$ cat config.mk
export PLATFORM = sky130hd
export DESIGN_NAME = tccw_apb_regs
export DESIGN_NICKNAME = d
export VERILOG_FILES = /design/src/hw/rtl/tccw_pkg.sv /design/src/hw/rtl/tccw_apb_regs.sv
export SDC_FILE = /design/constraint.sdc
export NUM_CORES = 1
export LEC_CHECK = 0
export ABC_AREA = 1
export BUFFER_PORTS_ARGS = -buffer_cell sky130_fd_sc_hd__buf_2
export CELL_PAD_IN_SITES_DETAIL_PLACEMENT = 0
export CELL_PAD_IN_SITES_GLOBAL_PLACEMENT = 1
export CORE_UTILIZATION = 19
export CTS_CLUSTER_DIAMETER = 80
export DETAILED_ROUTE_END_ITERATION = 10
export PLACE_DENSITY_LB_ADDON = 0.25
export SLEW_MARGIN = 20
export SYNTH_ARGS = -nofsm -noshare
export SYNTH_HDL_FRONTEND = slang
export SYNTH_SLANG_ARGS = --single-unit
$ cat constraint.sdc
create_clock -name aclk -period 1.1 [get_ports aclk]
set_input_delay 0.33 -clock aclk [delete_from_list [all_inputs] [get_ports aclk]]
set_output_delay 0.33 -clock aclk [all_outputs]
set_load 0.01 [all_outputs]
$ cat src/hw/rtl/tccw_pkg.sv
// ============================================================================
// tccw_pkg: shared types and constants of the text console character writer
// Field widths, control character codes, operation and register codes, and
// the status record that travels with each word through the result stage.
// ============================================================================
package tccw_pkg;

    localparam int CHAR_W       = 8;
    localparam int ATTR_W       = 8;
    localparam int CELL_W       = CHAR_W + ATTR_W;
    localparam int CELL_INDEX_W = 11;
    localparam int POS_W        = 11;

    localparam logic [CHAR_W-1:0] CH_CR      = 8'd13;
    localparam logic [CHAR_W-1:0] CH_LF      = 8'd10;
    localparam logic [ATTR_W-1:0] RESET_ATTR = 8'h07;

    // Register index on the configuration port (byte address bit 2).
    localparam logic REG_TEXT_ATTR = 1'b0;

    typedef enum logic {
        OP_PUT  = 1'b0,
        OP_READ = 1'b1
    } op_t;

    // Status of one accepted word, carried alongside the memory read.
    typedef struct packed {
        logic [POS_W-1:0] cursor_position;
        logic             scrolled;
        logic             rd_hit;
    } item_meta_t;

endpackage

$ cat src/hw/rtl/tccw_apb_regs.sv
// ============================================================================
// tccw_apb_regs: configuration register file
// Holds the text attribute register behind a simple APB-style slave port.
// ============================================================================
module tccw_apb_regs (
    input  logic                            aclk,
    input  logic                            aresetn,
    input  logic                            psel,
    input  logic                            penable,
    input  logic                            pwrite,
    input  logic [2:0]                      paddr,
    input  logic [31:0]                     pwdata,
    output logic [31:0]                     prdata,
    output logic                            pready,
    output logic [tccw_pkg::ATTR_W-1:0]     text_attr
);

    logic [tccw_pkg::ATTR_W-1:0] text_attr_reg;
    logic [tccw_pkg::ATTR_W-1:0] text_attr_next;
    logic                        wr_en;

    assign pready = 1'b1;
    assign wr_en  = psel & penable & pwrite;

    always_comb begin
        text_attr_next = text_attr_reg;
        if (wr_en && (paddr[2] == tccw_pkg::REG_TEXT_ATTR)) begin
            text_attr_next = pwdata[tccw_pkg::ATTR_W-1:0];
        end
    end

    always_ff @(posedge aclk) begin
        if (!aresetn) begin
            text_attr_reg <= tccw_pkg::RESET_ATTR;
        end else begin
            text_attr_reg <= text_attr_next;
        end
    end

    always_comb begin
        prdata = '0;
        if (paddr[2] == tccw_pkg::REG_TEXT_ATTR) begin
            prdata = {{(32 - tccw_pkg::ATTR_W){1'b0}}, text_attr_reg};
        end
    end

    assign text_attr = text_attr_reg;

endmodule

---- After elaboration in Yosys (flattened, before gate mapping) ----
Cells that the tools add are included.
operators by class
  muxes and demuxes ....................... 1
  bitwise gates (word level) .............. 3
  reductions and logical operators ........ 1
operator list
  cell               number
  8-bit two-way mux  1
  1-bit bitwise AND  2
  1-bit logical AND  1
  1-bit inverter     1
word-level totals
  bits of input ports ..................... 40
  register bits after elaboration ......... 8
  output and inout port bits .............. 41
  word-level logic and storage cells ...... 6

---- Logic depth before layout (Yosys ltp) ----
Gate-level depths: netlist of run 1.
  word-level depth ........................ 3
  depth in mapped cells ................... 6
  gate-level depth less buffers ........... 5

---- Worst setup path after synthesis of run 1 ----
Ideal clock, no wire load.
  path type ............................... input port to output port
  from .................................... in paddr[2]
  to ...................................... out prdata[0]
  stages on the path ...................... 2
  path buffers ............................ 1
  required time ........................... 770 ps
  arrival ................................. 630 ps
  slack ................................... 140 ps
  cell sequence ........................... buf_6 -> nor2_1
on the way
  word-level cells in the longest chain between the ends .. 1
RTL lines
  element            line                 source
  from (decl)        tccw_apb_regs.sv:11  input logic [2:0] paddr,
  8-bit two-way mux  tccw_apb_regs.sv:42  if (paddr[2] == tccw_pkg::REG_TEXT_ATTR) begin
  to (decl)          tccw_apb_regs.sv:13  output logic [31:0] prdata,
No other way between the ends.

---- Worst setup path in the final report of run 1 ----
  from .................................... reg text_attr_reg (netlist bit text_attr[5])
  to ...................................... out prdata[5]
on the way
  word-level cells in the longest chain between the ends .. 1
RTL lines
  element                 line                 source
  from (decl)             tccw_apb_regs.sv:18  logic [tccw_pkg::ATTR_W-1:0] text_attr_reg;
  from (signal assigned)  tccw_apb_regs.sv:34  text_attr_reg <= tccw_pkg::RESET_ATTR;
  from (signal assigned)  tccw_apb_regs.sv:36  text_attr_reg <= text_attr_next;
  8-bit two-way mux       tccw_apb_regs.sv:42
No other way between the ends.

==> flow_summary.toml, run 1 <==
[finish]
final_area_um2 = 807
drive_above_1_share_pct = 51.6
largest_reg_flops = 8
area_growth_pct = 24.8
nets = 170
diodes = 0

[floorplan]
num_rows = 20
die_x_um = 60.4
fp.dieH_um = 60.4
core_area_um2 = 3150
start_util_pct = 20.5
die_area_um2 = 3640
io_pins = 81

[synth]
synth-compound-area-share_pct = 0
synthSimpleGateAreaFrac_pct = 33.1
netlist_instances = 95
synth_area_um2 = 647
yosysUniqueCellTypes = 15
synthAdderAreaFrac_pct = 0
syn_avg_cell_area_um2 = 6.81
ys_seq_elements = 8
synth_xor_area_share_pct = 0
synth_top_family_by_area = "buffers and inverters"
synth_mux_area_share_pct = 0
ys_seq_area_share_pct = 24.8
ys_warn_count = 0

[worst_setup_path]
startpoint_type = "register"
worst_setup_path_end_kind = "primary output"
required_ns = 0.77
criticalPathCategory = "register to primary output"
cp_max_fo = 3
critical_path_arrival_ns = 0.82

[clocking]
cts_tree = "built"
cts.reportedPaths.clkPinSlew_ns = 0.06
cts_buffers = 3
cts_buffer_depth = 2
cts.sinks = 8
worstSkewPairLatency_ns = 0.25
cts-root-buf = "clkbuf_4"
htreeDepth = 1

[routing]
routed_wl_um = 1350
first_pass_iters = 3
num_vias = 577
routedWlPerCell_um = 7.83
drt_iter0_drc = 5
drc = 0
postRouteAntennaNets = 0
via_per_inst = 3.35

[power_and_ir_drop]
power.leakage_uw = 0.000494
vdd_ir_drop_max_uv = 182
power_uw = 718
powerDensity_nw_per_um2 = 890

[timing]
skew_ns = 0
max_freq_mhz = 867
hold_slack_ns = 0.294
setup_violations = 8
maxSlewViolCount = 0
rsz0062_at_grt = "yes"
fin_setup_tns_ns = -0.378
hold_violations = 0
setup_slack_ns = -0.0540
finalCritPeriodShare_pct = 105
finalCriticalPeriod_ns = 1.15

[placement]
gp_congestion = 0.661
placed_cell_area_um2 = 729
dp_worst_setup_slack_ns = -0.0382
dpl.hpwl_um = 1030
io_buffers = 29

[min_path]
hp-class = "input pin to register"

[job]
max_cap_viol_count = 0

[grt]
antenna_found_initial = 0
grt.total_usage_pct = 7.19
grt-ovfl-total = 0
first_global_vias = 460
grt_max_degree = 11
grt_pass1_wl_um = 1910

[run_status]
violations = "setup timing"
status = "finished with violations"
cell usage after synthesis:
cell type	instances	share of area [%]
nand2_2	1	0.97
inv_1	15	8.7
nand2_4	1	1.7
nor2_4	1	1.7
nand3_1	8	6.2
dfxtp_1	8	25
buf_4	25	29
buf_6	1	1.7
clkinv_2	1	0.77
nor2_1	13	7.5
nor2_8	1	3.1
nand2_1	12	7.0
clkbuf_2	1	0.77
nor2_2	5	4.8
conb_1	2	1.2
per-stage QoR:
step / std cells / util [%]
floorplan: 118 / -
global placement: 164 / 23.1
detailed placement: 164 / 23.1
CTS: 172 / 25.4
global route: 172 / 25.6
finish: 172 / 25.6
critical path: stages, from the launching register on:
cell	delay [ns]
dfxtp_2	0.35
inv_2	0.04
nor2_2	0.06
buf_2	0.12
final cells by class:
| cell class | instances | area [µm²] |
|---|---|---|
| clock buffer | 3 | 22.5 |
| fill | 390 | 2350 |
| timing repair buffer | 34 | 183 |
| inverter | 16 | 61.3 |
| multi-input combinational | 67 | 315 |
| tap | 44 | 55.1 |
| sequential | 8 | 170 |
metal layers:
layer,wire (µm),global-route usage [%],up-vias
met5,0,0,-
met4,12,3.99,0
met3,106,1.92,4
met2,654,12.4,30
met1,573,7.98,249
li1,-,-,294
path summary, 6_finish.rpt:
path	cells after the start	start	to	slack, ns
setup / recovery	3	text_attr[5]	prdata[5]	-0.05
hold / removal	3	pwdata[0]	text_attr[0]	0.29
setup reg to reg	3	text_attr[5]	text_attr[5]	0.40
hold reg to reg	2	text_attr[2]	text_attr[2]	0.47
power breakdown:
group / switching (µW) / internal (µW) / total, µW
logic: 114 / 60.8 / 175
clock network: 106 / 125 / 232
registers: 8.91 / 302 / 311
total: 230 / 488 / 718
cells in the final DEF, fill, tap and decap left out:
cell type  Yosys  routed
buf_2          0      29
buf_4         25       5
clkbuf_4       0       3
clkinv_2       1       1
conb_1         2      25
dfxtp_2        0       8
inv_1         15       7
inv_2          0       8
nand2_1       12      12
nand2_2        1       1
nand2_4        1       1
nand3_1        8       8
nor2_1        13      10
nor2_2         5       8
nor2_4         1       1
nor2_8         1       1
what timing repair did:
action / in CTS / in global routing
hold buffers: 0 / 0
gates resized for setup: 9 / 10
setup endpoints to repair: 12 / 8
buffers inserted: 5 / 0
logic make-up (layout without fill, tap and decap cells):
| logic type | Yosys count | after routing |
|---|---|---|
| buf+inv | 43 | 53 |
| simple gates | 42 | 42 |
| flops | 8 | 8 |
| other cells | 2 | 25 |
Power figures use the tool's default switching activity.
==> run 2, diff against run 1 <==
--- a/config.mk
+++ b/config.mk
@@ -9,7 +9,9 @@
 export BUFFER_PORTS_ARGS = -buffer_cell sky130_fd_sc_hd__buf_2
 export CELL_PAD_IN_SITES_DETAIL_PLACEMENT = 0
 export CELL_PAD_IN_SITES_GLOBAL_PLACEMENT = 1
+export CORE_ASPECT_RATIO = 0.9
 export CORE_UTILIZATION = 19
+export CTS_BUF_LIST = sky130_fd_sc_hd__clkbuf_8
 export CTS_CLUSTER_DIAMETER = 80
 export DETAILED_ROUTE_END_ITERATION = 10
 export PLACE_DENSITY_LB_ADDON = 0.25
==> flow_summary.toml, run 2 (synthesis gave the netlist of run 1 again) <==
[power_and_ir_drop]
power.share.clock_pct = 41.4
power_frac_seq_pct = 36.9
p_sw_uw = 236
powerDensity_nw_per_um2 = 986
sw_frac_of_total_pct = 28.0
vdd_ir_drop_max_uv = 255
power.leakage_uw = 0.000519
p_int_uw = 606
p_comb_share_pct = 21.6

[routing]
via_per_inst = 3.33
first_pass_iters = 5
drt_iter0_drc = 15
postRouteAntennaNets = 0
routed_wl_um = 1330
routedWlPerCell_um = 7.71
num_vias = 576
drc = 0

[finish]
multiInputGateArea_um2 = 310
diodes = 0
final_common_cell = "buf_2"
fill_cells = 366
area_growth_pct = 31.9
largest_reg_flops = 8
final_cell_mix = "buf_2, conb_1, nor2_1, nand2_1"
fin_cells = 173
layout.area.seq_um2 = 173
drive_above_1_share_pct = 50.4
fin_util_pct = 27.2
nets = 173

[floorplan]
die_x_um = 63.5
num_rows = 19
io_pins = 81
start_util_pct = 20.6
fp.dieH_um = 57.4
core_area_um2 = 3140
die_area_um2 = 3640

[worst_setup_path]
criticalPathCategory = "register to primary output"
r2r-start = "text_attr[4]"
critPathCapture = "prdata[4]"
worst_setup_path_end_kind = "primary output"
cp_max_fo = 3
r2r_slack_ns = 0.39
crit_start = "text_attr[4]"
r2r.worst_path.cells = 3
critical_path_arrival_ns = 0.82
r2r-end = "text_attr[4]"
startpoint_type = "register"
required_ns = 0.77

[grt]
grt-ovfl-total = 0
grt.total_usage_pct = 8.07
grt_max_degree = 11
first_global_vias = 496
antenna_found_initial = 0
grt_pass1_wl_um = 2150

[clocking]
cts-root-buf = "clkbuf_8"
cts_buffer_depth = 2
cts_tree = "built"
worstSkewPairLatency_ns = 0.22
htreeDepth = 1
cts.reportedPaths.clkPinSlew_ns = 0.04
cts.sinks = 8
cts_buffers = 3
cts_hold_buf = 0

[run_status]
status = "finished with violations"
violations = "setup timing"

[timing]
max_freq_mhz = 867
maxSlewViolCount = 0
skew_ns = 0
setup_violations = 9
hold_slack_ns = 0.322
hold_violations = 0
finalCriticalPeriod_ns = 1.15
setup_slack_ns = -0.0531
finalCritPeriodShare_pct = 105
rsz0062_at_grt = "yes"

[min_path]
min_from = "pwdata[2]"
hp-class = "input pin to register"

[placement]
gp_congestion = 0.681
io_buffers = 29
dp.cells = 162
dpl.hpwl_um = 1070

[job]
max_cap_viol_count = 0
==> run 2: routing by layer <==
layer / vias up / GRT usage (%) / part of all wire (%)
met5: - / 0 / 0
met3: 4 / 3.80 / 9.1
li1: 296 / - / -
met4: 0 / 3.90 / 1.2
met2: 33 / 13.1 / 47
met1: 243 / 8.94 / 42
==> run 2: final cells by class <==
cell class                 instances  area share (%)
clock buffer                       3            4.84
inverter                          16            7.18
multi-input combinational         67            36.4
sequential                         8            20.2
tap                               42            6.16
timing repair buffer              37            25.2
==> run 2: worst min path at each step <==
| stage | end | slack, ns | cells past startpoint |
|---|---|---|---|
| 6_report | text_attr[2] | 0.32 | 3 |
| 5_1_grt | text_attr[2] | 0.35 | 3 |
| 4_1_cts | text_attr[2] | 0.32 | 3 |
| 3_5_place_dp | text_attr[0] | 0.49 | 2 |
| 3_3_place_gp | text_attr[0] | 0.48 | 2 |
| 2_1_floorplan | text_attr[0] | 0.46 | 2 |
==> run 2: stage by stage <==
stage	cell area [µm²]	power [µW]	setup slack, ns	TNS, ns
2_1_floorplan	733	493	0.140	0
3_3_place_gp	727	477	-0.0269	-0.107
3_5_place_dp	727	479	-0.0318	-0.156
4_1_cts	831	856	-0.0613	-0.334
5_1_grt	853	911	-0.106	-0.741
6_report	853	842	-0.0531	-0.214
==> run 2: critical path, stage by stage, from the launching register on <==
cell and delay (ns):
dfxtp_4 0.35, inv_2 0.03, nor2_1 0.08, buf_2 0.14
==> run 2: power by group through the flow <==
stage	clock network (µW)	registers (µW)	logic [µW]
2_1_floorplan	0	319	174
3_3_place_gp	0	315	163
3_5_place_dp	0	315	164
4_1_cts	367	311	178
5_1_grt	395	312	204
6_report	349	311	182
==> run 2: what timing repair did <==
action,CTS,global route
buffers inserted,7,1
endpoints found under the setup margin,8,9
gates resized for setup,8,11
pin swaps,0,1
cloned,0,0
hold endpoints to repair,0,0
==> run 3, diff against run 2 <==
==> constraint.sdc (replaced) <==
create_clock -name aclk -period 1.1 [get_ports aclk]
set_input_delay 0.33 -clock aclk [delete_from_list [all_inputs] [get_ports aclk]]
set_output_delay 0.33 -clock aclk [all_outputs]
set_load 0.02 [all_outputs]
==> flow_summary.toml, run 3 (synthesis gave the netlist of run 1 again) <==
[run_status]
status = "finished with violations"
violations = "setup timing"

[timing]
fin_setup_tns_ns = -0.211
skew_ns = 0
hold_violations = 0
setup_slack_ns = -0.0449
maxSlewViolCount = 0
setup_violations = 8
rsz0062_at_grt = "yes"
max_freq_mhz = 873
finalCritPeriodShare_pct = 104
finalCriticalPeriod_ns = 1.14
hold_slack_ns = 0.316

[finish]
nets = 170
largest_reg_flops = 8
diodes = 0
final_common_cell = "conb_1"
drive_above_1_share_pct = 55.5
area_growth_pct = 39.7
final_cell_mix = "conb_1, buf_2, nand2_1"
fin_cells = 170

[clocking]
cts_hold_buf = 0
cts_tree = "built"
cts-root-buf = "clkbuf_8"
worstSkewPairLatency_ns = 0.22
htreeDepth = 1
cts_buffer_depth = 2
cts.reportedPaths.clkPinSlew_ns = 0.04
cts_buffers = 3
cts.sinks = 8

[floorplan]
start_util_pct = 20.6
num_rows = 19
die_area_um2 = 3640
core_area_um2 = 3140
fp.dieH_um = 57.4
io_pins = 81
die_x_um = 63.5

[worst_setup_path]
required_ns = 0.77
worst_setup_path_end_kind = "primary output"
startpoint_type = "register"
max_stage_delay_ns = 0.34
cp_max_fo = 3
critPathSlowestCell = "dfxtp_2"
critical_path_arrival_ns = 0.81
path_cells = "inv_2 -> nor2_4 -> buf_6"
criticalPathCategory = "register to primary output"

[routing]
num_vias = 567
routedWlPerCell_um = 7.77
routed_wl_um = 1320
via_per_inst = 3.34
drt_iter0_drc = 10
first_pass_iters = 4
postRouteAntennaNets = 0
drc = 0

[placement]
dp.cells = 162
dpl.hpwl_um = 1070
io_buffers = 29
gp_congestion = 0.669

[power_and_ir_drop]
p_int_uw = 618
power_uw = 907
sw_frac_of_total_pct = 31.8
power.share.clock_pct = 37.5
power.leakage_uw = 0.000514
p_sw_uw = 289
powerDensity_nw_per_um2 = 1000
power_frac_seq_pct = 34.5
p_comb_share_pct = 27.9
vdd_ir_drop_max_uv = 255

[job]
max_cap_viol_count = 0

[grt]
antenna_found_initial = 0
grt-ovfl-total = 0
grt_pass1_wl_um = 2170
grt.total_usage_pct = 8.00
first_global_vias = 527
grt_max_degree = 11

[min_path]
hp-class = "input pin to register"
-- run 3: per-layer routing --
| metal | track usage, % | share of wire [%] | vias up |
|---|---|---|---|
| met1 | 8.48 | 39 | 240 |
| li1 | - | - | 293 |
| met4 | 3.90 | 0 | 0 |
| met3 | 4.40 | 13 | 0 |
| met5 | 0 | 0 | - |
| met2 | 12.9 | 47 | 34 |
-- run 3: cell type report --
class / count / area, µm²
repair buffers: 34 / 235
fillers: 346 / 2230
multi-input cells: 67 / 343
flip-flops and latches: 8 / 170
inverters: 16 / 61.3
well taps: 42 / 52.6
clock buffers: 3 / 41.3
-- run 3: final timing paths --
| check | startpoint | to | slack (ns) | depth (start not counted) |
|---|---|---|---|---|
| worst max-delay path | text_attr[1] | prdata[1] | -0.04 | 3 |
| worst min register to register | text_attr[1] | text_attr[1] | 0.48 | 2 |
| worst min-delay path | pwdata[1] | text_attr[1] | 0.32 | 3 |
| worst max register to register | text_attr[4] | text_attr[4] | 0.40 | 3 |
-- run 3: timing repair --
action	4_1_cts	5_1_grt
resized for setup	27	9
setup buffers	4	1
pin swaps	3	3
setup endpoints to repair	10	8
-- run 3: critical path: cells and delay by family, from the launching register on --
kind,cells,cell delay (ns)
flip-flops,1,0.34
buffers and inverters,2,0.16
AND/OR/NAND/NOR,1,0.09
-- run 3: power groups by stage --
| stage | clock, µW | sequential (µW) | combinational [µW] |
|---|---|---|---|
| after floorplan | 0 | 327 | 228 |
| after global placement | 0 | 315 | 222 |
| after detailed placement | 0 | 315 | 223 |
| after CTS | 358 | 313 | 244 |
| after global routing | 373 | 315 | 276 |
| final | 340 | 313 | 253 |
-- run 3: stage by stage --
| step | cell area [µm²] | setup WS [ns] | utilization [%] |
|---|---|---|---|
| after global placement | 747 | -0.0798 | 23.8 |
| after CTS | 870 | -0.0605 | 27.7 |
| final | 903 | -0.0449 | 28.8 |
| after detailed placement | 747 | -0.0897 | 23.8 |
| after floorplan | 753 | 0.0423 | - |
| after global routing | 903 | -0.0857 | 28.8 |
