$ cat config.mk
export PLATFORM = sky130hd
export DESIGN_NAME = tccw_cursor_ctrl
export DESIGN_NICKNAME = d
export VERILOG_FILES = /design/src/hw/rtl/tccw_pkg.sv /design/src/hw/rtl/tccw_cursor_ctrl.sv
export SDC_FILE = /design/constraint.sdc
export NUM_CORES = 1
export LEC_CHECK = 0
export ABC_AREA = 1
export BUFFER_PORTS_ARGS = -buffer_cell sky130_fd_sc_hd__buf_2
export CAP_MARGIN = 20
export CORE_MARGIN = 2
export CORE_UTILIZATION = 55
export CTS_BUF_LIST = sky130_fd_sc_hd__clkbuf_4
export DETAILED_ROUTE_END_ITERATION = 10
export PLACE_DENSITY = 0.84
export SLEW_MARGIN = 10
export SYNTH_ARGS = -nofsm -noshare
export SYNTH_HDL_FRONTEND = slang
export SYNTH_SLANG_ARGS = --single-unit
$ cat constraint.sdc
create_clock -name aclk -period 8.8 [get_ports aclk]
set_input_delay 1.32 -clock aclk [delete_from_list [all_inputs] [get_ports aclk]]
set_output_delay 1.32 -clock aclk [all_outputs]
set_load 0.01 [all_outputs]
$ cat src/hw/rtl/tccw_pkg.sv
// ============================================================================
// tccw_pkg: shared types and constants of the text console character writer
// Field widths, control character codes, operation and register codes, and
// the status record that travels with each word through the result stage.
// ============================================================================
package tccw_pkg;

    localparam int CHAR_W       = 8;
    localparam int ATTR_W       = 8;
    localparam int CELL_W       = CHAR_W + ATTR_W;
    localparam int CELL_INDEX_W = 11;
    localparam int POS_W        = 11;

    localparam logic [CHAR_W-1:0] CH_CR      = 8'd13;
    localparam logic [CHAR_W-1:0] CH_LF      = 8'd10;
    localparam logic [ATTR_W-1:0] RESET_ATTR = 8'h07;

    // Register index on the configuration port (byte address bit 2).
    localparam logic REG_TEXT_ATTR = 1'b0;

    typedef enum logic {
        OP_PUT  = 1'b0,
        OP_READ = 1'b1
    } op_t;

    // Status of one accepted word, carried alongside the memory read.
    typedef struct packed {
        logic [POS_W-1:0] cursor_position;
        logic             scrolled;
        logic             rd_hit;
    } item_meta_t;

endpackage

$ cat src/hw/rtl/tccw_cursor_ctrl.sv
// ============================================================================
// tccw_cursor_ctrl: cursor, scroll offset and memory sequencing
// Tracks the cursor and the circular top row, forms the physical addresses
// of writes and reads, and runs the clearing sweeps after reset and scroll.
// ============================================================================
module tccw_cursor_ctrl #(
    parameter int COLUMNS = 80,
    parameter int ROWS    = 25
) (
    input  logic                                  aclk,
    input  logic                                  aresetn,
    input  logic                                  in_accept,
    input  tccw_pkg::op_t                         op,
    input  logic [tccw_pkg::CHAR_W-1:0]           char_code,
    input  logic [tccw_pkg::CELL_INDEX_W-1:0]     cell_index,
    input  logic [tccw_pkg::ATTR_W-1:0]           text_attr,
    output logic                                  busy,
    output tccw_pkg::item_meta_t                  meta,
    output logic                                  mem_we,
    output logic [$clog2(COLUMNS*ROWS)-1:0]       mem_waddr,
    output logic [tccw_pkg::CELL_W-1:0]           mem_wdata,
    output logic                                  mem_re,
    output logic [$clog2(COLUMNS*ROWS)-1:0]       mem_raddr
);

    localparam int CELL_COUNT = COLUMNS * ROWS;
    localparam int ADDR_W     = $clog2(CELL_COUNT);
    localparam int CNT_W      = $clog2(CELL_COUNT + 1);
    localparam int COL_W      = $clog2(COLUMNS);
    localparam int ROW_W      = $clog2(ROWS);
    localparam int IDX_W      = ((tccw_pkg::CELL_INDEX_W > ADDR_W) ?
                                 tccw_pkg::CELL_INDEX_W : ADDR_W) + 1;
    localparam int SUM_W      = (tccw_pkg::POS_W > ADDR_W) ? tccw_pkg::POS_W : ADDR_W;

    localparam logic [COL_W-1:0]  COL_LAST  = COL_W'(COLUMNS - 1);
    localparam logic [ROW_W-1:0]  ROW_LAST  = ROW_W'(ROWS - 1);
    localparam logic [ADDR_W-1:0] ROW_STEP  = ADDR_W'(COLUMNS);
    localparam logic [ADDR_W-1:0] LAST_BASE = ADDR_W'(CELL_COUNT - COLUMNS);

    // Cursor column and row, linear base of the cursor row, physical base of
    // the cursor row and of the top screen row (all row bases are row*COLUMNS).
    logic [COL_W-1:0]  col_reg,  col_next;
    logic [ROW_W-1:0]  row_reg,  row_next;
    logic [ADDR_W-1:0] lin_reg,  lin_next;
    logic [ADDR_W-1:0] cur_reg,  cur_next;
    logic [ADDR_W-1:0] top_reg,  top_next;
    logic [CNT_W-1:0]  clr_cnt_reg,  clr_cnt_next;
    logic [ADDR_W-1:0] clr_addr_reg, clr_addr_next;
    logic [tccw_pkg::ATTR_W-1:0] clr_attr_reg, clr_attr_next;

    logic              put_item;
    logic              put_char;
    logic              advance;
    logic              scroll;
    logic [ADDR_W-1:0] cur_adv;
    logic [ADDR_W-1:0] top_adv;
    logic [SUM_W-1:0]  pos_sum;
    logic              in_range;
    logic [IDX_W-1:0]  idx_sum;
    logic [IDX_W-1:0]  idx_phys;

    assign busy     = (clr_cnt_reg != '0);
    assign put_item = in_accept && (op == tccw_pkg::OP_PUT);
    assign cur_adv  = (cur_reg == LAST_BASE) ? '0 : cur_reg + ROW_STEP;
    assign top_adv  = (top_reg == LAST_BASE) ? '0 : top_reg + ROW_STEP;

    always_comb begin
        col_next = col_reg;
        row_next = row_reg;
        lin_next = lin_reg;
        cur_next = cur_reg;
        top_next = top_reg;
        put_char = 1'b0;
        advance  = 1'b0;
        scroll   = 1'b0;
        if (put_item) begin
            unique case (char_code)
                tccw_pkg::CH_CR: begin
                    col_next = '0;
                end
                tccw_pkg::CH_LF: begin
                    advance = 1'b1;
                end
                default: begin
                    put_char = 1'b1;
                    if (col_reg == COL_LAST) begin
                        advance = 1'b1;
                    end else begin
                        col_next = col_reg + 1'b1;
                    end
                end
            endcase
        end
        if (advance) begin
            col_next = '0;
            cur_next = cur_adv;
            if (row_reg == ROW_LAST) begin
                // The old top row becomes the new bottom line.
                scroll   = 1'b1;
                top_next = top_adv;
            end else begin
                row_next = row_reg + 1'b1;
                lin_next = lin_reg + ROW_STEP;
            end
        end
    end

    always_comb begin
        clr_cnt_next  = clr_cnt_reg;
        clr_addr_next = clr_addr_reg;
        clr_attr_next = clr_attr_reg;
        if (scroll) begin
            clr_cnt_next  = CNT_W'(COLUMNS);
            clr_addr_next = top_reg;
            clr_attr_next = text_attr;
        end else if (busy) begin
            clr_cnt_next  = clr_cnt_reg - 1'b1;
            clr_addr_next = clr_addr_reg + 1'b1;
        end
    end

    always_ff @(posedge aclk) begin
        if (!aresetn) begin
            col_reg      <= '0;
            row_reg      <= '0;
            lin_reg      <= '0;
            cur_reg      <= '0;
            top_reg      <= '0;
            clr_cnt_reg  <= CNT_W'(CELL_COUNT);
            clr_addr_reg <= '0;
            clr_attr_reg <= tccw_pkg::RESET_ATTR;
        end else begin
            col_reg      <= col_next;
            row_reg      <= row_next;
            lin_reg      <= lin_next;
            cur_reg      <= cur_next;
            top_reg      <= top_next;
            clr_cnt_reg  <= clr_cnt_next;
            clr_addr_reg <= clr_addr_next;
            clr_attr_reg <= clr_attr_next;
        end
    end

    // Write port: the clearing sweep owns it while busy; input is held off then.
    assign mem_we    = busy | put_char;
    assign mem_waddr = busy ? clr_addr_reg : (cur_reg + ADDR_W'(col_reg));
    assign mem_wdata = busy ? {clr_attr_reg, {tccw_pkg::CHAR_W{1'b0}}}
                            : {text_attr, char_code};

    // The physical cell of a screen-order index is (index + top base) modulo
    // the cell count; both terms are in range for a read that is taken, so one subtraction suffices.
    assign in_range  = (IDX_W'(cell_index) < IDX_W'(CELL_COUNT));
    assign idx_sum   = IDX_W'(cell_index) + IDX_W'(top_reg);
    assign idx_phys  = (idx_sum >= IDX_W'(CELL_COUNT)) ? idx_sum - IDX_W'(CELL_COUNT)
                                                       : idx_sum;
    assign mem_re    = in_accept && (op == tccw_pkg::OP_READ) && in_range;
    assign mem_raddr = idx_phys[ADDR_W-1:0];

    assign pos_sum              = SUM_W'(lin_next) + SUM_W'(col_next);
    assign meta.cursor_position = pos_sum[tccw_pkg::POS_W-1:0];
    assign meta.scrolled        = scroll;
    assign meta.rd_hit          = mem_re;

    a_no_accept_busy: assert property (@(posedge aclk) disable iff (!aresetn)
        in_accept |-> !busy)
        else $error("word accepted during a clearing sweep");

    a_cursor_range: assert property (@(posedge aclk) disable iff (!aresetn)
        (col_reg <= COL_LAST) && (row_reg <= ROW_LAST))
        else $error("cursor outside the screen");

    a_base_range: assert property (@(posedge aclk) disable iff (!aresetn)
        (cur_reg <= LAST_BASE) && (top_reg <= LAST_BASE) && (lin_reg <= LAST_BASE))
        else $error("row base outside the screen store");

    a_scroll_clear: assert property (@(posedge aclk) disable iff (!aresetn)
        (in_accept && scroll) |=>
            ((clr_cnt_reg == CNT_W'(COLUMNS)) && (clr_addr_reg == $past(top_reg))))
        else $error("scroll did not start a sweep of the old top row");

endmodule

---- Yosys cells after proc, flatten, opt, wreduce, memory -nomap -nowiden ----
Index checks and enable logic that the tools add are counted.
storage, ports and cells
  bits in registers ....................... 75
  bits of input ports ..................... 31
operators by class
  add/subtract/negate cells ............... 11
  order comparisons ....................... 2
  equality and inequality tests ........... 6
  muxes and demuxes ....................... 22
  bitwise operators ....................... 4
  reductions and logical operators ........ 9
operator list
  kind                                                   number
  2-to-1 mux 11 bit                                      10
  adder 11 x 7 -> 11 bit, second input constant          3
  adder 11 x 7 -> 11 bit                                 2
  == test 11 bit, second input constant                  2
  2-to-1 mux 7 bit                                       3
  == test 8 x 4 -> 1 bit, second input constant          2
  2-to-1 mux 16 bit                                      1
  case mux 7 bit (2 select lines)                        1
  adder 11 x 11 -> 12 bit                                1
  >= comparator 12 x 11 -> 1 bit, second input constant  1
  adder 11 x 1 -> 11 bit, second input constant          1
  < comparator 11 bit, second input constant             1
  nonzero test 11 bit                                    1
  subtractor 11 x 1 -> 11 bit, second input constant     1
  subtractor 11 bit, second input constant               1
  adder 7 x 1 -> 7 bit, second input constant            1
  == test 7 bit, second input constant                   1
  2-to-1 mux 1 bit                                       6
  adder 5 x 1 -> 5 bit, second input constant            1
  == test 5 bit, second input constant                   1
  AND reduction 2 bit                                    2
  OR reduction 2 bit                                     2
  logical AND 1 bit                                      3
  NOT 1 bit                                              3
  other kinds (3)                                        3

---- Longest topological paths before layout ----
Gate-level depths: netlist (run 1).
  word-level depth ........................ 6
  mapped depth ............................ 19
  depth with buffers taken out ............ 19

---- Least setup slack after synthesis (run 1) ----
OpenSTA, ideal clock, no wires.
  path kind ............................... input-to-output
  from .................................... in char_code[6] (netlist name)
  to ...................................... out meta[10] (netlist name)
  arrival time ............................ 3311 ps
  path slack .............................. 4169 ps
  stages on the path ...................... 16
  path buffers ............................ 0
  cell sequence ........................... inv_1 -> nand2_1 -> nor2_2 -> nand2_1 -> nand2_2 -> nand2_4 -> nand2_8 -> nor2_4 -> or2_2 -> o21ai_0 -> inv_1 -> fa_1 -> nand2_1 -> nand2_1 -> nand3_1 -> xor2_1
RTL lines
  element             line                    text
  start: declaration  tccw_cursor_ctrl.sv:14  input logic [tccw_pkg::CHAR_W-1:0] char_code,
  end: declaration    tccw_cursor_ctrl.sv:18  output tccw_pkg::item_meta_t meta,

==> impl_metrics.csv, run 1 <==
group,metric,value,unit
route,via_per_inst,5.28,
yosys,netlist_instances,718,
timing,whs,0.462,ns
yosys,async_flop_share,0,%
yosys,synth.distinct_cells,47,
pwr,peakVddDrop,0.0000872,V
critical_path,cp_top_family,"simple AND/OR/NAND/NOR gates",
critical_path,r2r_start,"col_reg[0]",
yosys,yosysWarnings,0,
clock_tree,cts-root-buf,"clkbuf_4",
yosys,synth_top_area_share,27.4,%
critical_path,endpoint,"meta[12]",
timing,maxSlewViolCount,0,
timing,finalCritPeriodShare,58.0,%
clock_tree,tritoncts,"yes",
route,wl,11100,um
yosys,synth_area,0.00460,mm2
clock_tree,cts_hold_buffers,0,
yosys,synth_top_cell_by_area,"dfxtp_1",
die,core.rowCount,33,
clock_tree,clock_latency,0.42,ns
yosys,avgSynthCellArea,6.41,um2
finish,diodes,0,
finish,syn_to_final_growth,11.5,%
global_route,grt_pass1_vias,4354,
finish,final_core_util,62.7,%
timing,fmax,0.196,GHz
yosys,synthTopCellsByArea,"dfxtp_1, nand2_1, inv_1",
global_route,grt_overflow,0,
global_route,grt_first_pass_wirelength,18600,um
die,die-area,0.00911,mm2
pwr,power.leakage,0.00264,uW
global_route,grt_antenna_before_repair,0,
timing,final-setup-viol-count,0,
critical_path,r2r-end,"top_reg[8]",
die,initial_core_util,56.3,%
finish,final_cell_mix,"nand2_1, inv_1, buf_2, nor2_1, dfxtp_1",
clock_tree,post_cts_buffers,0,
critical_path,critPathRequiredTime,7.48,ns
critical_path,crit_buf_inv,5,
critical_path,regToRegSetupSlack,6.33,ns
finish,stdcell_count,896,
critical_path,setup.worst_path.start,"char_code[6]",
clock_tree,clock-sinks,63,
critical_path,startpoint_type,"primary input",
finish,layout_commonest_cell,"nand2_1",
critical_path,worstSetupPathType,"in2out",
place,gp_routability_congestion,0.927,
finish,fillers,742,
critical_path,cp_num_cells,20,
die,die_width,95.5,um
yosys,ys_ff_latch,63,
global_route,grt_max_degree,40,
critical_path,max_stage_delay,0.44,ns
clock_tree,clk_pin_slew_worst_paths,0.09,ns
yosys,synth_edf_count,0,
critical_path,cp_common_cell,"nand2_1",
clock_tree,htreeDepth,3,
finish,multiInputGateArea,0.00280,mm2
die,die_h,95.5,um
critical_path,arrival,3.78,ns
critical_path,worstRegToRegCells,12,
route,via_count,4734,
place,placed_cells_incl_taps,880,
timing,setup_ws,3.70,ns
timing,clock_skew,0.0139,ns
route,ant_nets,0,
route,drt_iter0_drc,253,
die,ios,85,
yosys,synthFlopType,"dfxtp_1",
critical_path,crit_path_max_fanout,16,
die,core_area,0.00818,mm2
critical_path,worst_setup_path_end_kind,"primary output",
timing,rsz0062_at_grt,"false",
yosys,seq_area_frac_synth,27.4,%
clock_tree,ctsResizeCount,0,
route,drc,0,
critical_path,path_cells,"buf_2 > inv_1 > nand2_1 > nor2_2 > nand3_2 > nand2_4 > nand2_8 > nor2_4 > inv_1 > o21ai_0 > inv_1 > fa_1 > nand2_1 > nand2_1 > nand3_1 > nor2_1 > nand2_1 > nand2_1 > nand2_1 > buf_2",
pwr,power.density,111,mW/mm2
place,port_buffers,84,
critical_path,slowest_stage,"fa_1",
yosys,syn_nets,776,
run,maxCapViolCount,0,
place,dp_hpwl,8440,um
timing,period_needed,5.10,ns
clock_tree,cts_buffers,9,
route,firstDrtPassIters,5,
route,routedWlPerCell,12.4,um
global_route,track_usage,25.7,%
timing,worstMarginPinSlew,0.872,ns
clock_tree,clock_path_buffers,2,
finish,seqCellArea,0.00126,mm2
place,pre_cts_slack,3.70,ns
finish,nNetsFinal,844,
finish,layout-drive-gt1-share,16.1,%
timing,slew_headroom,41.5,%
timing,hold_viol,0,
status,run_status,"finished, final reports clean",
timing,tns,0,ns
worst_hold_path,timing.hold.worst.class,"reg2reg",
## worst reg2reg max path: cells and delay by family, from the launching register on
family        cells  cell delay, ns
flops             1            0.37
buf+inv           1            0.29
simple gates     10            1.49
fa+ha+maj         1            0.22
## area by class of cell
class                      instances  share of cell area [%]
clock buffer                      12                    1.76
clock inverter                     4                   0.903
sequential                        63                    24.6
multi-input combinational        529                    54.7
inverter                          98                    7.17
tap                              105                    2.56
timing repair buffer              85                    8.34
## stage by stage
stage               area (um2)  total power, uW
finish                    5130              570
detailed placement        4990              373
CTS                       5130              570
global route              5130              594
floorplan                 4600              352
global placement          4990              371
## cell families (layout without fill, tap and decap cells)
| group | count (synthesis) | in the layout | share of synthesized area (%) |
|---|---|---|---|
| AND/OR/NAND/NOR | 379 | 379 | 36.8 |
| buffers and inverters | 126 | 199 | 11.6 |
| AO/OA/AOI/OAI | 95 | 95 | 11.3 |
| flip-flops | 63 | 63 | 27.4 |
| XOR/XNOR | 28 | 28 | 5.33 |
| adder cells (fa/ha/maj) | 27 | 27 | 7.51 |
## report_power, final
group	switching [uW]	leakage [uW]	internal [uW]
Combinational	43.9	0.00206	27.4
Clock	106	0.0000750	95.0
Sequential	5.69	0.000510	291
Total	156	0.00264	414
## layer usage
layer,GRT usage (%),vias to the layer above,share of wire (%)
li1,-,2420,-
met1,27.9,2163,41
met2,48.2,126,52
met3,4.35,25,4.6
met4,12.0,0,2.3
met5,0,-,0
## synthesized netlist by cell type (2+ instances only)
cell / count
nor2_1: 69
inv_1: 95
clkbuf_1: 12
dfxtp_1: 63
nand3_2: 3
nor2_4: 3
xnor2_1: 13
buf_2: 2
o21ai_1: 3
or2_2: 2
a31oi_1: 2
buf_6: 3
buf_4: 10
nor2_2: 3
a21oi_2: 2
and2_1: 2
xor2_1: 15
o21ai_0: 40
o21ai_2: 2
nand2_2: 4
o31ai_1: 3
inv_2: 2
nand2_1: 200
nand3_1: 51
a21oi_1: 36
nor3_1: 17
or2_1: 2
o21bai_1: 2
ha_1: 26
nand4_1: 14
## how the worst min path moves through the flow
stage / cells after the start / from / endpoint / slack [ns]
2_1_floorplan: 2 / clr_attr_reg[3] / clr_attr_reg[3] / 0.42
3_3_place_gp: 2 / clr_attr_reg[0] / clr_attr_reg[0] / 0.44
3_5_place_dp: 2 / clr_attr_reg[4] / clr_attr_reg[4] / 0.45
4_1_cts: 2 / clr_attr_reg[5] / clr_attr_reg[5] / 0.46
5_1_grt: 2 / clr_attr_reg[4] / clr_attr_reg[4] / 0.48
6_report: 2 / clr_attr_reg[3] / clr_attr_reg[3] / 0.46
Note: power is estimated with default switching activity, not from simulation.
==> inputs of run 2 (changes only) <==
--- a/config.mk
+++ b/config.mk
@@ -9,10 +9,10 @@
 export BUFFER_PORTS_ARGS = -buffer_cell sky130_fd_sc_hd__buf_2
 export CAP_MARGIN = 20
 export CORE_MARGIN = 2
-export CORE_UTILIZATION = 55
+export CORE_UTILIZATION = 53
 export CTS_BUF_LIST = sky130_fd_sc_hd__clkbuf_4
 export DETAILED_ROUTE_END_ITERATION = 10
-export PLACE_DENSITY = 0.84
+export PLACE_DENSITY = 0.85
 export SLEW_MARGIN = 10
 export SYNTH_ARGS = -nofsm -noshare
 export SYNTH_HDL_FRONTEND = slang
==> constraint.sdc (replaced) <==
create_clock -name aclk -period 4.13 [get_ports aclk]
set_input_delay 0.6195 -clock aclk [delete_from_list [all_inputs] [get_ports aclk]]
set_output_delay 0.6195 -clock aclk [all_outputs]
set_load 0.01 [all_outputs]
==> run 2 against run 1 <==
Compared with the run above: hold slack worse by 0.054 ns; clock-buffer cell count is 3 lower; utilization is 1.0 points lower; highest routed layer unchanged; final area is 0.15% lower; clock power is 79% higher; combinational power is 120% higher; critical path depth is 1 lower; flip-flop and latch count stayed put.
==> impl_metrics.csv, run 2 (synthesis gave the netlist of run 1 again) <==
group,metric,value,unit
pwr,clkPwrFrac,31.4,%
clock_tree,cts_hold_buffers,0,
status,run_status,"finished, final reports clean",
timing,final-setup-viol-count,0,
timing,hold_viol,0,
timing,maxSlewViolCount,0,
die,die_width,97.2,um
place,dp_hpwl,8480,um
die,die-area,0.00944,mm2
timing,finalCritPeriodShare,93.7,%
critical_path,r2r_start,"col_reg[0]",
global_route,track_usage,23.6,%
pwr,internal-power,798,uW
critical_path,critPathRequiredTime,3.51,ns
critical_path,r2r-end,"top_reg[8]",
worst_hold_path,timing.hold.worst.class,"in2reg",
critical_path,crit_path_max_fanout,16,
critical_path,startpoint_type,"register",
clock_tree,cts_buffers,9,
timing,tns,0,ns
clock_tree,clock-sinks,63,
route,via_per_inst,5.26,
place,port_buffers,84,
global_route,grt_max_degree,40,
clock_tree,cts-root-buf,"clkbuf_4",
critical_path,worst_setup_path_end_kind,"primary output",
pwr,p_seq_share,55.2,%
die,die_h,97.2,um
die,core_area,0.00830,mm2
finish,diodes,0,
timing,period_needed,3.87,ns
clock_tree,clk_pin_slew_worst_paths,0.12,ns
route,wl,11200,um
pwr,power.density,224,mW/mm2
finish,layout-drive-gt1-share,16.7,%
run,maxCapViolCount,0,
pwr,power.leakage,0.00263,uW
global_route,grt_pass1_vias,4503,
route,firstDrtPassIters,5,
critical_path,endpoint,"meta[12]",
timing,setup_ws,0.259,ns
critical_path,worstRegToRegCells,12,
route,drt_iter0_drc,207,
clock_tree,htreeDepth,3,
global_route,grt_overflow,0,
pwr,peakVddDrop,0.000172,V
die,core.rowCount,33,
route,ant_nets,0,
timing,fmax,0.258,GHz
clock_tree,clock_path_buffers,2,
finish,nNetsFinal,846,
pwr,switching_power,349,uW
finish,final_cell_mix,"nand2_1, inv_1, buf_2, nor2_1, dfxtp_1",
place,gp_routability_congestion,0.897,
pwr,swShare,30.4,%
finish,fillers,799,
clock_tree,tritoncts,"yes",
die,ios,85,
finish,syn_to_final_growth,11.3,%
global_route,grt_antenna_before_repair,0,
pwr,comb_power_share,13.4,%
die,initial_core_util,55.4,%
timing,clock_skew,0.0171,ns
timing,worstMarginPinSlew,0.756,ns
critical_path,setup.worst_path.start,"col_reg[0]",
critical_path,arrival,3.25,ns
route,drc,0,
critical_path,regToRegSetupSlack,1.70,ns
route,routedWlPerCell,12.5,um
critical_path,worstSetupPathType,"reg2out",
global_route,grt_first_pass_wirelength,18900,um
route,via_count,4720,
finish,layout_commonest_cell,"nand2_1",
timing,slew_headroom,49.5,%
clock_tree,clock_latency,0.44,ns
place,pre_cts_slack,0.419,ns
## run 2: routing by layer
metal	routed length (um)	GRT usage, %	up-vias
li1	-	-	2418
met1	4600	25.4	2160
met2	5860	45.1	122
met3	534	5.04	20
met4	208	8.13	0
met5	0	0	-
## run 2: stage by stage
step | instance area [um2] | utilization, % | power, uW | hold slack (ns) | cells
4_1_cts | 5110 | 61.5 | 1150 | 0.397 | 896
5_1_grt | 5120 | 61.7 | 1200 | 0.410 | 897
3_5_place_dp | 5000 | 60.2 | 797 | 0.448 | 881
3_3_place_gp | 5000 | 60.2 | 791 | 0.440 | 881
6_report | 5120 | 61.7 | 1150 | 0.408 | 897
2_1_floorplan | 4600 | - | 751 | 0.425 | 718
## run 2: worst min-delay path by stage
stage                     from              end  slack, ns  depth (start not counted)
2_1_floorplan  clr_attr_reg[3]  clr_attr_reg[3]       0.42                          2
3_3_place_gp   clr_attr_reg[0]  clr_attr_reg[0]       0.44                          2
3_5_place_dp   clr_attr_reg[1]  clr_attr_reg[1]       0.45                          2
4_1_cts           text_attr[0]  clr_attr_reg[0]       0.40                          3
5_1_grt           text_attr[0]  clr_attr_reg[0]       0.41                          3
6_report          text_attr[0]  clr_attr_reg[0]       0.41                          3
## run 2: power groups by stage
stage | clock network, uW | registers, uW | logic, uW
3_3_place_gp | 0 | 646 | 145
3_5_place_dp | 0 | 646 | 151
4_1_cts | 369 | 633 | 153
2_1_floorplan | 0 | 644 | 107
6_report | 359 | 633 | 154
5_1_grt | 393 | 635 | 173
## run 2: area by class of cell
| cell class | count | area [um2] | area share [%] |
|---|---|---|---|
| well taps | 105 | 131 | 2.57 |
| flip-flops and latches | 63 | 1260 | 24.7 |
| inverters | 98 | 368 | 7.18 |
| multi-input cells | 529 | 2810 | 54.9 |
| clock buffers | 9 | 67.6 | 1.32 |
| clock inverters | 6 | 38.8 | 0.757 |
| repair buffers | 87 | 443 | 8.65 |
## run 2: critical path, stage by stage (launching register included)
cell and delay [ns]:
dfxtp_1 0.37, ha_2 0.22, nand3_2 0.12, nor2_4 0.16
nand2_2 0.10, nand2_4 0.10, nand2_8 0.12, nor2_4 0.19
xnor2_1 0.16, inv_1 0.07, ha_1 0.21, fa_1 0.41
nand2_1 0.08, nand2_1 0.05, nand3_1 0.11, nor2_1 0.07
nand2_1 0.06, nand2_1 0.04, nand2_1 0.04, buf_2 0.12
## run 2: timing repair
action,4_1_cts,5_1_grt
resized for setup,0,4
setup endpoints to repair,0,4
setup buffers,0,1
